$ cat src/sv/assert_macros.svh
// Assertion helpers shared by the RTL.
// Define NO_ASSERTIONS to compile them out.
`ifndef ASSERT_MACROS_SVH
`define ASSERT_MACROS_SVH

`ifndef NO_ASSERTIONS
// Check on every clock edge, skipped while reset is asserted.
`define ASSERT_AR(lbl, prop, msg) \
	lbl: assert property (@(posedge clk) disable iff (!arst_n) prop) else $error(msg);
// Check on every clock edge, reset included.
`define ASSERT_ALWAYS(lbl, prop, msg) \
	lbl: assert property (@(posedge clk) prop) else $error(msg);
`else
`define ASSERT_AR(lbl, prop, msg)
`define ASSERT_ALWAYS(lbl, prop, msg)
`endif

`endif

$ cat src/sv/sv39m_pkg.sv
`timescale 1ns / 1ps

package sv39m_pkg;

	localparam int NUM_PAGES        = 64;
	localparam int ENTRIES_PER_PAGE = 512;
	localparam int VPN_W            = $clog2(ENTRIES_PER_PAGE);
	localparam int IDX_W            = $clog2(NUM_PAGES);
	localparam int ADDR_W           = IDX_W + VPN_W;
	localparam int STORE_DEPTH      = NUM_PAGES * ENTRIES_PER_PAGE;
	localparam int POOL_W           = 7;
	localparam int NFP_W            = $clog2(NUM_PAGES + 1);
	localparam int LIM_W            = (NFP_W > POOL_W) ? NFP_W : POOL_W;
	localparam int PPN_W            = 44;
	localparam int VA_W             = 39;
	localparam int PTE_W            = 64;
	localparam int CFG_W            = 44;
	localparam int PTE_PPN_LSB      = 10;
	localparam int PTE_PPN_MSB      = PTE_PPN_LSB + PPN_W - 1;
	localparam int NUM_SLOTS        = 3;
	localparam int SLOT_W           = 2;

	localparam logic [PTE_PPN_LSB-1:0] FLAGS_TABLE = 10'h0D1;
	localparam logic [PTE_PPN_LSB-1:0] FLAGS_LEAF  = 10'h0DF;
	localparam logic [SLOT_W-1:0]      SLOT_LEAF   = SLOT_W'(NUM_SLOTS - 1);
	localparam logic [LIM_W-1:0]       POOL_RESET  = LIM_W'(64);

	typedef enum logic [1:0] {
		ST_OK          = 2'd0,
		ST_NO_PAGE     = 2'd1,
		ST_OUT_OF_POOL = 2'd2
	} status_t;

	typedef enum logic {
		REG_POOL_BASE  = 1'b0,
		REG_POOL_PAGES = 1'b1
	} cfg_reg_t;

	typedef enum logic [2:0] {
		S_CLEAR,
		S_IDLE,
		S_CHECK,
		S_READ,
		S_EVAL,
		S_LEAF,
		S_WRITE,
		S_DONE
	} state_t;

	typedef struct packed {
		logic              clear;
		logic              latch;
		logic              check;
		logic              rd;
		logic              eval;
		logic              leaf;
		logic              wr;
		logic              load_out;
		logic              lvl;
		logic [SLOT_W-1:0] widx;
	} cmd_t;

	typedef struct packed {
		logic clr_last;
		logic is_map;
		logic fail;
		logic out_busy;
	} sts_t;

endpackage

$ cat src/sv/sv39m_ctrl.sv
`timescale 1ns / 1ps

module sv39m_ctrl (
	input  logic              clk,
	input  logic              arst_n,
	input  logic              in_valid,
	output logic              in_ready,
	input  sv39m_pkg::sts_t   sts,
	output sv39m_pkg::cmd_t   cmd
);

	localparam int SLOT_W = sv39m_pkg::SLOT_W;

	sv39m_pkg::state_t state_q, state_d;
	logic lvl_q, lvl_d;
	logic [sv39m_pkg::SLOT_W-1:0] widx_q, widx_d;

	always_ff @(posedge clk or negedge arst_n) begin
		if (!arst_n) begin
			state_q <= sv39m_pkg::S_CLEAR;
			lvl_q   <= 1'b0;
			widx_q  <= '0;
		end else begin
			state_q <= state_d;
			lvl_q   <= lvl_d;
			widx_q  <= widx_d;
		end
	end

	always_comb begin
		state_d  = state_q;
		lvl_d    = lvl_q;
		widx_d   = widx_q;
		in_ready = 1'b0;
		cmd      = '0;
		cmd.lvl  = lvl_q;
		cmd.widx = widx_q;
		unique case (state_q)
			sv39m_pkg::S_CLEAR: begin
				cmd.clear = 1'b1;
				if (sts.clr_last) state_d = sv39m_pkg::S_IDLE;
			end
			sv39m_pkg::S_IDLE: begin
				in_ready = 1'b1;
				if (in_valid) begin
					cmd.latch = 1'b1;
					state_d   = sv39m_pkg::S_CHECK;
				end
			end
			sv39m_pkg::S_CHECK: begin
				cmd.check = 1'b1;
				lvl_d     = 1'b0;
				if (!sts.is_map || sts.fail) state_d = sv39m_pkg::S_DONE;
				else state_d = sv39m_pkg::S_READ;
			end
			sv39m_pkg::S_READ: begin
				cmd.rd  = 1'b1;
				state_d = sv39m_pkg::S_EVAL;
			end
			sv39m_pkg::S_EVAL: begin
				cmd.eval = 1'b1;
				priority if (sts.fail) begin
					state_d = sv39m_pkg::S_DONE;
				end else if (lvl_q) begin
					state_d = sv39m_pkg::S_LEAF;
				end else begin
					lvl_d   = 1'b1;
					state_d = sv39m_pkg::S_READ;
				end
			end
			sv39m_pkg::S_LEAF: begin
				cmd.leaf = 1'b1;
				widx_d   = '0;
				if (sts.fail) state_d = sv39m_pkg::S_DONE;
				else state_d = sv39m_pkg::S_WRITE;
			end
			sv39m_pkg::S_WRITE: begin
				cmd.wr = 1'b1;
				if (widx_q == sv39m_pkg::SLOT_LEAF) state_d = sv39m_pkg::S_DONE;
				else widx_d = widx_q + SLOT_W'(1);
			end
			sv39m_pkg::S_DONE: begin
				if (!sts.out_busy) begin
					cmd.load_out = 1'b1;
					state_d      = sv39m_pkg::S_IDLE;
				end
			end
			default: state_d = sv39m_pkg::S_CLEAR;
		endcase
	end

endmodule

$ cat config.mk
export PLATFORM = sky130hd
export DESIGN_NAME = sv39m_ctrl
export DESIGN_NICKNAME = d
export VERILOG_FILES = /design/src/sv/assert_macros.svh /design/src/sv/sv39m_pkg.sv /design/src/sv/sv39m_ctrl.sv
export SDC_FILE = /design/constraint.sdc
export NUM_CORES = 1
export LEC_CHECK = 0
export ABC_AREA = 1
export BUFFER_PORTS_ARGS = -buffer_cell sky130_fd_sc_hd__buf_2
export CORE_AREA = 5 5 42 44
export DETAILED_ROUTE_END_ITERATION = 10
export DIE_AREA = 0 0 47 49
export PLACE_DENSITY = 0.66
export SLEW_MARGIN = 20
export SYNTH_ARGS = -nofsm -noshare
export SYNTH_HDL_FRONTEND = slang
export SYNTH_SLANG_ARGS = --single-unit
$ cat constraint.sdc
create_clock -name clk -period 1.15 [get_ports clk]
set_input_delay 0.1725 -clock clk [delete_from_list [all_inputs] [get_ports clk]]
set_output_delay 0.1725 -clock clk [all_outputs]
set_load 0.02 [all_outputs]
-- Yosys cells after proc, flatten, opt, wreduce, memory -nomap -nowiden
Index checks and enable logic that the tools add are counted.
- logic and storage cells: 50
- output and inout bits: 12
- flip-flop bits (word level): 6
- reductions and logical operators: 8
- muxes and demuxes: 24
- equal/unequal tests: 14
- add/subtract/negate cells: 1
- operator list (operator ; count):
    one-hot mux 3 bit (8 select lines) ; 1
    two-way mux 3 bit ; 7
    two-way mux 1 bit ; 13
    equality test 3 bit (second input constant) ; 4
    inequality test 2 bit (second input constant) ; 6
    equality test 3 x 2 -> 1 bit (second input constant) ; 2
    one-hot mux 2 bit (2 select lines) ; 1
    AND reduction 2 bit ; 2
    AND reduction 4 bit ; 1
    nonzero test 2 bit ; 2
    equality test 3 x 1 -> 1 bit (second input constant) ; 1
    zero test 3 bit ; 1
    adder 2 x 1 -> 2 bit (second input constant) ; 1
    equality test 2 bit (second input constant) ; 1
    two-way mux 2 bit ; 1
    one-hot mux 1 bit (2 select lines) ; 1
    zero test 1 bit ; 1
    logical OR 1 bit ; 1

-- Depth between registers and ports, before layout
- word-level depth: 4
- depth in mapped cells: 8

-- Least setup slack after synthesis
Ideal clock, no wire load.
- path type: register to register
- from: reg state_q[2]
- to: reg lvl_q
- arrival time: 1.152 ns
- period minus slack after synthesis: 1.305 ns
- setup slack: -0.155 ns
- stages on the path, launching flop included: 4
- path buffers: 1
- library setup time: 0.152 ns
- required time: 0.998 ns
- cell sequence: dfrtp_1 > buf_6 > nor3_1 > o21ai_0
- word-level cells in the longest chain between the ends: 3
- ends and longest elaborated chain (item ; RTL line ; source):
    start: declaration ; sv39m_ctrl.sv:14 ; sv39m_pkg::state_t state_q, state_d;
    start signal: assignment ; sv39m_ctrl.sv:20 ; state_q <= sv39m_pkg::S_CLEAR;
    start signal: assignment ; sv39m_ctrl.sv:24 ; state_q <= state_d;
    equality test 3 bit / equality test 3 x 2 -> 1 bit (equally long branches) ; sv39m_ctrl.sv:38 ; unique case (state_q)
    inequality test 2 bit (no line) / nonzero test 2 bit (equally long branches) ; -- ;
    AND reduction 2 bit (no line) ; -- ;
    end signal: assignment ; sv39m_ctrl.sv:25 ; lvl_q <= lvl_d;
    end: declaration ; sv39m_ctrl.sv:15 ; logic lvl_q, lvl_d;
Parallel ways exist; a longest one is shown, timed or not.
A chain may end at the register's enable or synchronous reset.

==> flow_metrics.py <==
metrics = {
    "setup_path": {
        "startpoint_type": "flip-flop",
        "crit_fanout": 6,
        "timing.rr.start": "state_q[0]",
        "path_cells": "inv_2 > nand2_2 > nor2_4 > buf_6",
        "slowest_delay_ns": 0.47,
        "path_class": "flip-flop to primary output",
        "rr_worst_depth": 7,
        "cp_data_required_time_ns": 0.98,
        "r2r-end": "state_q[0]",
        "crit_start": "state_q[1]",
        "worstSetupEndpoint": "cmd[6]",
        "crit_path_end_kind": "primary output",
        "cpMaxStageDelayCell": "dfrtp_2",
        "r2r_slack_ns": -0.08,
        "arrival_ns": 1.17,
    },
    "cells_and_area": {
        "final_nets": 119,
        "syn_to_final_growth_pct": 84.24,
        "layout-drive-gt1-share": 0.6182,
        "fin_cells": 126,
        "insertedDiodeCount": 0,
        "final-seq-area_um2": 155.1,
        "multi_input_area_um2": 312.8,
        "fillerInstances": 141,
    },
    "power_and_ir_drop": {
        "switchingPower_mw": 1.233,
        "clkPwrFrac": 0.085,
        "p_int_mw": 1.344,
        "cellPowerDensity_nw_per_um2": 3037,
        "p_sw_frac": 0.4784,
        "irDropWorstVdd_mv": 1.514,
        "p_seq_frac": 0.180,
        "leakage_nw": 0.4620,
        "pwr-share-comb": 0.735,
    },
    "global_route": {
        "grt_use_met3": 0.07011,
        "grt_pass1_wl_um": 2290,
        "use_met1": 0.1670,
        "grt_max_degree": 7,
        "antenna_found_initial": 0,
        "top_usage_layer": "met2",
        "track_usage": 0.1358,
        "grt_pass1_vias": 578,
        "grt_overflow": 0,
        "use_met2": 0.2081,
    },
    "die": {
        "die_area_um2": 2303,
        "die_w_um": 47,
        "core_um2": 1401,
        "start_util": 0.3286,
        "chipHeight_um": 49,
        "io_pins": 19,
        "rows": 14,
    },
    "synth": {
        "syn_inst": 73,
        "synthTopCellsByArea": "dfrtp_1 (33%), nand2_1 (16%), inv_1 (11%)",
        "synth_top_area_frac": 0.3261,
        "synth.avg_cell_area_um2": 6.307,
        "synth_area_um2": 460.4,
        "yosysTopAreaCell": "dfrtp_1",
        "yosysWarningCount": 0,
        "synth-seq-cells": 6,
        "seq_area_frac_synth": 0.3261,
        "synth_fp_nets": 81,
        "synth.distinct_cells": 16,
    },
    "cts": {
        "clock-sinks": 6,
        "cts_buffer_depth": 2,
        "root_buffer": "clkbuf_4",
        "cts_tree": "built",
        "cts_buffers": 3,
        "clk_pin_slew_ns": 0.05,
        "htreeDepth": 1,
        "clkLatencyLatePin_ns": 0.25,
    },
    "placement": {
        "placed_cells": 107,
        "post-place-ws_ns": -0.01542,
        "io_buffers": 18,
        "finalWeightedCongestion": 0.7796,
        "dp.final_hpwl_um": 905.2,
    },
    "timing": {
        "skew_ns": 0.006503,
        "worst_pin_slew_ns": 0.1787,
        "fin_crit_ns": 1.345,
        "fin_crit_sh": 1.170,
        "slew_headroom": 0.8804,
        "hold_viol_final": 0,
        "slew_violations": 0,
        "setup_ws_ns": -0.1952,
        "rsz0062_at_grt": "yes",
        "setup_violations": 14,
        "fmax_mhz": 743.4,
    },
    "drt": {
        "postRouteWirelength_um": 1394,
        "drt_iter0_drc": 7,
        "postRouteAntennaNets": 0,
        "drcViolationCount": 0,
        "vias": 571,
        "drt_first_pass_iters": 3,
        "viasPerCell": 4.532,
        "wl_per_cell_um": 11.06,
    },
    "min_path": {
        "hp-class": "input port to flip-flop",
    },
    "run": {
        "maxCapViolCount": 0,
    },
    "run_status": {
        "violations": "setup timing",
        "status": "finished, violations left",
    },
}
[how the worst min path moves through the flow]
stage                       from         end  slack, ns  cells past startpoint
after global routing      sts[0]  state_q[1]       0.26                      3
after global placement    arst_n       lvl_q     -0.001                      1
after detailed placement  arst_n       lvl_q    -0.0003                      1
after CTS                 sts[0]  state_q[1]       0.22                      3
after floorplan           arst_n       lvl_q      -0.12                      0
final                     sts[0]  state_q[1]       0.25                      3
[flip-flops by register name (all words and copies together), names as in the netlist]
signal,flops
lvl_q,1
widx_q,2
state_q,3
[timing repair]
item	in CTS	in global routing
buffers inserted	10	4
setup endpoints to repair	11	15
pin swaps	4	3
hold buffers	1	0
hold endpoints to repair	6	0
gates resized for setup	32	11
[worst max-delay path, delay by kind of cell, from the launching register on]
kind,cells,cell delay (ns)
flip-flops,1,0.47
buffers and inverters,2,0.24
AND/OR/NAND/NOR,2,0.21
[synth_stat cells]
library cell,number
nand2_1,20
inv_1,13
nor2_1,10
nand3_1,7
dfrtp_1,6
o21ai_0,4
buf_4,2
inv_2,2
nor3_1,2
a21oi_1,1
a31oi_1,1
buf_6,1
ha_1,1
nand4_2,1
nor2_2,1
o21a_1,1
[routing by layer]
metal	routed length [um]	up-vias
li1	-	296
met1	567	260
met2	735	15
met3	91	0
met4	0	0
met5	0	-
[cell type report]
type,instances,area share
multi-input combinational,49,0.3687
timing repair buffer,36,0.3215
sequential,6,0.1829
inverter,15,0.07227
clock buffer,4,0.03097
tap,16,0.02360
[logic make-up after synthesis]
| group | count (synthesis) | share of synthesized area |
|---|---|---|
| fa+ha+maj | 1 | 0.02717 |
| simple gates | 41 | 0.3832 |
| buf+inv | 18 | 0.1793 |
| compound gates | 7 | 0.08425 |
| flops | 6 | 0.3261 |
[cells in the final DEF (no fill, tap or decap), types with 2 or more instances in the layout]
cell type and n:
nand3_1 5, buf_6 6, clkbuf_4 3, nand2_1 15
inv_2 6, dfrtp_1 2, nor2_4 3, buf_4 20
dfrtp_2 4, nor2_2 4, buf_2 9, nor2_1 4
nand2_2 5, o21ai_0 3, inv_1 8
[power by group through the flow]
stage                     Combinational, mW  Sequential (mW)  Clock [mW]
after floorplan                       0.854            0.437           0
after global placement                 1.12            0.460           0
after detailed placement               1.13            0.464           0
after CTS                              1.64            0.482       0.226
after global routing                   2.08            0.486       0.244
final                                  1.89            0.464       0.219
[stage by stage]
stage                     hold slack (ns)  cell area, um^2  total power, mW  utilization  setup TNS [ns]
final                              0.2509            848.3            2.576       0.6054          -1.742
after global routing               0.2590            848.3            2.806       0.6054          -2.853
after CTS                          0.2220            775.7            2.345       0.5536          -1.717
after detailed placement       -0.0003106            581.8            1.591       0.4152        -0.04048
after global placement          -0.001089            581.8            1.581       0.4152        -0.01046
after floorplan                   -0.1231            475.5            1.291            -               0
No activity file was read; power rests on OpenSTA's default activity.
